===== config.mk =====
export PLATFORM = sky130hd
export DESIGN_NAME = sorted_unique_set_table_core
export DESIGN_NICKNAME = d
export VERILOG_FILES = /design/src/hw/rtl/sust_pkg.sv /design/src/hw/rtl/sust_cell.sv /design/src/hw/rtl/sust_chain.sv /design/src/hw/rtl/sorted_unique_set_table_core.sv
export SDC_FILE = /design/constraint.sdc
export NUM_CORES = 2
export LEC_CHECK = 0
export BUFFER_PORTS_ARGS = -buffer_cell sky130_fd_sc_hd__clkbuf_2
export CAP_MARGIN = 10
export CORE_ASPECT_RATIO = 1.2
export CORE_MARGIN = 3
export CORE_UTILIZATION = 40
export DETAILED_ROUTE_END_ITERATION = 6
export PLACE_DENSITY_LB_ADDON = 0.2
export SLEW_MARGIN = 20
export SYNTH_ARGS = -nofsm -noshare
export SYNTH_HDL_FRONTEND = slang
export SYNTH_HIERARCHICAL = 1
export SYNTH_SLANG_ARGS = --single-unit

===== constraint.sdc =====
create_clock -name clk -period 22.6 [get_ports clk]
set_input_delay 4.52 -clock clk [delete_from_list [all_inputs] [get_ports clk]]
set_output_delay 4.52 -clock clk [all_outputs]
set_load 0.01 [all_outputs]

===== src/hw/rtl/sust_pkg.sv =====
// shared types and codes for the sorted unique set table
`default_nettype none

package sust_pkg;

  // operation codes of an input beat
  localparam logic [1:0] OP_INSERT = 2'd0;
  localparam logic [1:0] OP_DELETE = 2'd1;
  localparam logic [1:0] OP_CLEAR  = 2'd2;
  localparam logic [1:0] OP_DUMP   = 2'd3;

  // result status codes
  localparam logic [2:0] ST_OK      = 3'd0;
  localparam logic [2:0] ST_DUP     = 3'd1;
  localparam logic [2:0] ST_MISSING = 3'd2;
  localparam logic [2:0] ST_EMPTY   = 3'd3;
  localparam logic [2:0] ST_FULL    = 3'd4;

  // commands broadcast to every cell of the chain
  localparam logic [2:0] CMD_HOLD   = 3'd0;
  localparam logic [2:0] CMD_INSERT = 3'd1;
  localparam logic [2:0] CMD_DELETE = 3'd2;
  localparam logic [2:0] CMD_CLEAR  = 3'd3;
  localparam logic [2:0] CMD_ROTATE = 3'd4;

  localparam int unsigned VALUE_W = 32;

  typedef logic signed [VALUE_W-1:0] value_t;

  typedef struct packed {
    logic [2:0] code;
    value_t     key;
  } cell_cmd_t;

  // what a cell shows its neighbors
  typedef struct packed {
    logic   valid;
    logic   below;
    value_t val;
  } cell_link_t;

endpackage

`default_nettype wire


===== src/hw/rtl/sust_cell.sv =====
// one cell of the sorted chain: holds one value and its occupied flag
`default_nettype none

module sust_cell (
  input  wire logic                   clk,
  input  wire logic                   rst,
  input  wire sust_pkg::cell_cmd_t    cmd,
  input  wire sust_pkg::cell_link_t   left,
  input  wire sust_pkg::cell_link_t   right,
  input  wire sust_pkg::value_t       head,
  output sust_pkg::cell_link_t        link,
  output logic                        eq
);

  sust_pkg::value_t val;
  logic             valid;
  sust_pkg::value_t val_next;
  logic             valid_next;
  logic             below;

  // compare stored value against the broadcast key
  assign below = valid && (val < cmd.key);
  assign eq    = valid && (val == cmd.key);

  assign link.valid = valid;
  assign link.below = below;
  assign link.val   = val;

  // next content from the command and the neighbors
  always_comb begin
    val_next   = val;
    valid_next = valid;
    case (cmd.code)
      sust_pkg::CMD_INSERT: begin
        if (!below) begin
          if (left.below) begin
            val_next   = cmd.key;
            valid_next = 1'b1;
          end else begin
            val_next   = left.val;
            valid_next = left.valid;
          end
        end
      end
      sust_pkg::CMD_DELETE: begin
        if (!below) begin
          val_next   = right.val;
          valid_next = right.valid;
        end
      end
      sust_pkg::CMD_CLEAR: begin
        valid_next = 1'b0;
      end
      sust_pkg::CMD_ROTATE: begin
        if (valid) begin
          val_next = right.valid ? right.val : head;
        end
      end
      default: begin
        val_next   = val;
        valid_next = valid;
      end
    endcase
  end

  // occupied flag is control state, value is payload
  always_ff @(posedge clk) begin
    if (rst) begin
      valid <= 1'b0;
    end else begin
      valid <= valid_next;
    end
  end

  always_ff @(posedge clk) begin
    val <= val_next;
  end

endmodule

`default_nettype wire


===== src/hw/rtl/sust_chain.sv =====
// row of cells kept in ascending order, with hit detect and head tap
`default_nettype none

module sust_chain #(
  parameter int unsigned CAPACITY = 16
) (
  input  wire logic                clk,
  input  wire logic                rst,
  input  wire sust_pkg::cell_cmd_t cmd,
  output sust_pkg::value_t         head,
  output logic                     hit
);

  sust_pkg::cell_link_t links [CAPACITY];
  logic [CAPACITY-1:0]  eq_vec;
  sust_pkg::cell_link_t edge_left;
  sust_pkg::cell_link_t edge_right;

  // boundary links: the first cell sees a smaller neighbor, the last an empty one
  assign edge_left.valid  = 1'b1;
  assign edge_left.below  = 1'b1;
  assign edge_left.val    = '0;
  assign edge_right.valid = 1'b0;
  assign edge_right.below = 1'b0;
  assign edge_right.val   = '0;

  assign head = links[0].val;
  assign hit  = |eq_vec;

  for (genvar i = 0; i < CAPACITY; i++) begin : g_cell
    sust_pkg::cell_link_t left_link;
    sust_pkg::cell_link_t right_link;

    if (i == 0) begin : g_first
      assign left_link = edge_left;
    end else begin : g_mid_l
      assign left_link = links[i-1];
    end

    if (i == CAPACITY - 1) begin : g_last
      assign right_link = edge_right;
    end else begin : g_mid_r
      assign right_link = links[i+1];
    end

    sust_cell u_cell (
      .clk   (clk),
      .rst   (rst),
      .cmd   (cmd),
      .left  (left_link),
      .right (right_link),
      .head  (links[0].val),
      .link  (links[i]),
      .eq    (eq_vec[i])
    );
  end

endmodule

`default_nettype wire


===== src/hw/rtl/sorted_unique_set_table_core.sv =====
// top level: sorted set of distinct signed values, command interface
//
// Usage: drive op and value with start high while busy is low; that edge
// takes the beat. Insert, delete and clear give one result beat, registered
// at the end of the execute state: during that state the key is compared in
// every cell at once, and the edge that ends it both shifts the chain and
// registers the result. No new command is taken until busy has dropped.
// Dump gives one result beat per stored value in ascending order with last on
// the final one (or a single set-empty beat when the set is empty); after the
// execute state the value beats come back to back, since the chain rotates
// one place per cycle and presents its head cell. Each result beat is on
// status, out_value, last and count_after for one cycle, marked by done;
// the receiver cannot stall, so nothing is held back. busy drops in the
// cycle that carries the final result beat, so the next command can be
// taken at the edge that ends it. Reset empties the set and drops done;
// stored values themselves are not cleared, only their occupied flags.
`default_nettype none

module sorted_unique_set_table_core #(
  parameter int unsigned CAPACITY = 16
) (
  input  wire logic                clk,
  input  wire logic                rst,
  input  wire logic                start,
  output logic                     busy,
  input  wire logic [1:0]          op,
  input  wire logic signed [31:0]  value,
  output logic                     done,
  output logic [2:0]               status,
  output logic signed [31:0]       out_value,
  output logic                     last,
  output logic [4:0]               count_after
);

  localparam int unsigned CW = $clog2(CAPACITY + 1);

  localparam logic [1:0] S_IDLE = 2'd0;
  localparam logic [1:0] S_EXEC = 2'd1;
  localparam logic [1:0] S_DUMP = 2'd2;

  logic [1:0]           state;
  logic [CW-1:0]        count;
  logic [CW-1:0]        count_next;
  logic [CW-1:0]        idx;
  logic [1:0]           op_r;
  sust_pkg::value_t     key_r;
  logic [2:0]           status_next;
  sust_pkg::cell_cmd_t  cmd;
  sust_pkg::value_t     head;
  logic                 hit;

  assign busy = (state != S_IDLE);

  sust_chain #(
    .CAPACITY (CAPACITY)
  ) u_chain (
    .clk  (clk),
    .rst  (rst),
    .cmd  (cmd),
    .head (head),
    .hit  (hit)
  );

  // decide status, chain command and new count
  always_comb begin
    cmd.code    = sust_pkg::CMD_HOLD;
    cmd.key     = key_r;
    status_next = sust_pkg::ST_OK;
    count_next  = count;
    unique case (state)
      S_EXEC: begin
        case (op_r)
          sust_pkg::OP_INSERT: begin
            if (hit) begin
              status_next = sust_pkg::ST_DUP;
            end else if (count == CW'(CAPACITY)) begin
              status_next = sust_pkg::ST_FULL;
            end else begin
              cmd.code   = sust_pkg::CMD_INSERT;
              count_next = count + CW'(1);
            end
          end
          sust_pkg::OP_DELETE: begin
            if (count == '0) begin
              status_next = sust_pkg::ST_EMPTY;
            end else if (!hit) begin
              status_next = sust_pkg::ST_MISSING;
            end else begin
              cmd.code   = sust_pkg::CMD_DELETE;
              count_next = count - CW'(1);
            end
          end
          sust_pkg::OP_CLEAR: begin
            cmd.code   = sust_pkg::CMD_CLEAR;
            count_next = '0;
          end
          default: begin
            if (count == '0) begin
              status_next = sust_pkg::ST_EMPTY;
            end
          end
        endcase
      end
      S_DUMP: begin
        cmd.code = sust_pkg::CMD_ROTATE;
      end
      S_IDLE: begin
        cmd.code = sust_pkg::CMD_HOLD;
      end
      default: begin
        cmd.code = sust_pkg::CMD_HOLD;
      end
    endcase
  end

  // sequencer and result beat register
  always_ff @(posedge clk) begin
    if (rst) begin
      state <= S_IDLE;
      count <= '0;
      done  <= 1'b0;
    end else begin
      done <= 1'b0;
      unique case (state)
        S_IDLE: begin
          if (start) begin
            state <= S_EXEC;
          end
        end
        S_EXEC: begin
          count <= count_next;
          if (op_r == sust_pkg::OP_DUMP && count != '0) begin
            state <= S_DUMP;
          end else begin
            done  <= 1'b1;
            state <= S_IDLE;
          end
        end
        S_DUMP: begin
          done <= 1'b1;
          if (idx == count - CW'(1)) begin
            state <= S_IDLE;
          end
        end
        default: begin
          state <= S_IDLE;
        end
      endcase
    end
  end

  // payload registers
  always_ff @(posedge clk) begin
    if (state == S_IDLE && start) begin
      op_r  <= op;
      key_r <= value;
    end
    if (state == S_EXEC) begin
      idx         <= '0;
      status      <= status_next;
      out_value   <= '0;
      last        <= 1'b1;
      count_after <= 5'(count_next);
    end else if (state == S_DUMP) begin
      idx         <= idx + CW'(1);
      status      <= sust_pkg::ST_OK;
      out_value   <= head;
      last        <= (idx == count - CW'(1));
      count_after <= 5'(count);
    end
  end

endmodule

`default_nettype wire


==> impl_results.md <==
- H-tree depth: 3
- Final hold viol count: 0
- CP arrival: 6.98 ns
- P per Cell Area: 54.5 mW/mm²
- Met1 Wirelength: 58100 µm
- Max Slew Vio Count: 0
- Syn avg cell area: ~10 µm²
- Netlist Area Pre-Place: 0.0480 mm²
- Post-synthesis instance total: 4766
- NumNets Final: 5397
- Most frequent CP cell: buf_4
- Slew Limit Headroom: 22.2%
- Fmax: around 150 MHz
- Startpoint types: flip-flop
- Starting Density: 40.5%
- Clk sinks: approximately 620
- DR vias: around 38000
- Yosys warns: 6
- CTS tree: built
- Ports: 80
- Maxcap violations: 0
- Max Fanout on Critical Path: 60
- CP Capture Type: flip-flop
- Final WL: 139000 µm
- Number of global-route vias before repair: 37976
- Routed Antenna Nets: 0
- Clk Latency, worst-skew pair: 0.65 ns
- # rows: ~140
- WL met2: 70900 µm
- Hold WC Path Type: reg2reg
- Top layer in use: met4
- DP Wirelength: 108000 µm
- Smallest hold slack: 0.496 ns
- Crit-path max cell delay: 0.70 ns
- Die H: 385 µm
- Die W: approximately 320 µm
- P&R area growth vs syn: 10.8%
- Fill count: 11183
- Min cycle time layout: roughly 6.6 ns
- RSZ-0062 raised after global routing: false
- Via density: between 5 and 6
- Clock slew seen by the registers of the worst setup and hold paths: 0.06 ns
- VDD IR max: 44.3 µV
- Largest net degree at the start of global routing: 72
- # DRC: 0
- Gr usage total: a little over a fifth
- DR iter-0 viols: 2837
- Crit path required time: 22.99 ns
- Core area: approximately 0.12 mm²
- Status: completed
- Drt pass-1 iters: 6
- P_leak: 21.5 nW
- Final setup TNS: 0 ns
- TritonCTS buffer count: 77
- Postcts setup bufs: 0
- Setup violators final: 0
- Avg WL per Cell: 21.6 µm
- Final core occ: 44.9%
- GRT overflow: 0
- Kind of critical path: reg2reg
- First-pass GRT wire length: approximately 220000 µm
- Slew @ Worst Pin: 1.16 ns
- Post-cts resize count: 0
- Total design power: between 0.002 and 0.003 W
- Clock buffer depth: 3
- Cts hold-fix bufs: 0
- Metal3 WL: 5990 µm
- Buffers on Ports: 79
- Share of cells above drive strength 1: 9.50%
- Initial antenna violation count: 0
- GPL Wtd Cong: 0.876
- Root Buffer: clkbuf_16
- Skew final: 0.0284 ns
- ANT cells: 0
- Crit-path cells: buf_4, inv_1, ha_1, and3_4, nand4_2, nor4_2, and4_1, nor4_1, nand4_1, a21oi_1, nor2_4, buf_4, nand2b_1, a21oi_2, buf_4, nor2_1, a221o_1
- Tcrit/Tclk final: around 29%
- CP max-delay cell: nor4_2
- Die ar.: about 0.12 mm²
-- registers in the layout, summed over array words and instances, names as in the netlist, 3 cells and up --
register                     cells
count                            5
count_after                      5
idx                              5
key_r                           32
out_value                       32
status                           3
u_chain/g_cell.u_cell/val      512
u_chain/g_cell.u_cell/valid     16
-- through the flow --
| stage | instance area (µm²) | setup slack, ns | cells |
|---|---|---|---|
| 2_1_floorplan | 48300 | 13.06 | 4833 |
| 3_3_place_gp | 50600 | 15.73 | 6301 |
| 3_5_place_dp | 50700 | 16.08 | 6301 |
| 4_1_cts | 53200 | 16.04 | 6442 |
| 5_1_grt | 53200 | 15.59 | 6443 |
| 6_report | 53200 | 16.01 | 6443 |
-- power breakdown --
part,internal (W),switching (W)
combinational,0.000139,0.000222
clock,0.000715,0.000513
sequential,0.00128,0.0000335
total,0.00213,0.000768
-- cell usage in the layout (no fill, tap or decap), types with 16 or more instances in the layout --
cell type,count
nor3_2,18
nand4_2,28
nor4_2,16
a211oi_1,32
xnor2_1,24
mux2i_1,546
nor4_1,20
nand4_1,57
clkbuf_1,19
nor2b_1,22
clkbuf_16,81
buf_4,106
inv_1,572
a21oi_2,32
nand2_1,148
a221o_1,512
o21bai_1,26
nor3_1,48
nand2b_1,20
edfxtp_1,554
a21oi_1,165
nor2_1,614
conb_1,69
o21ai_0,70
nand3_1,78
o21a_1,17
clkbuf_2,79
nand4b_1,16
o31ai_1,18
dfxtp_1,62
ha_1,516
and4_1,32
-- critical path, delay by kind of cell (launching register included) --
family	cells	cell delay, ns
compound gates	3	1.17
fa+ha+maj	1	0.33
buf+inv	4	1.41
flops	1	0.33
simple gates	9	2.97
-- final cells by class --
| cell class | instances | area, µm² | area share [%] |
|---|---|---|---|
| Inverter | 572 | 2150 | 4.04 |
| Sequential cell | 616 | 17900 | 33.6 |
| Timing Repair Buffer | 186 | 1210 | 2.27 |
| Multi-Input combinational cell | 3388 | 27600 | 51.8 |
| Tap cell | 1540 | 1930 | 3.62 |
| Clock buffer | 108 | 2210 | 4.15 |
| Clock inverter | 33 | 249 | 0.468 |
-- per-layer routing --
metal | GRT usage (%) | up-vias
li1 | - | 18184
met1 | 26.6 | 18309
met3 | 2.51 | 177
met4 | 7.29 | 0
met5 | 0 | -
met2 | 40.2 | 903
-- path summary, 6_finish.rpt --
| path | cells past startpoint | start | endpoint | slack, ns |
|---|---|---|---|---|
| max | 17 | key_r[30] | u_chain/g_cell[14].u_cell/val[6] | 16.01 |
| min | 2 | out_value[4] | out_value[4] | 0.50 |
| max reg2reg | 17 | key_r[30] | u_chain/g_cell[14].u_cell/val[6] | 16.01 |
| min reg2reg | 2 | out_value[4] | out_value[4] | 0.50 |
No activity file was read; power rests on OpenSTA's default activity.
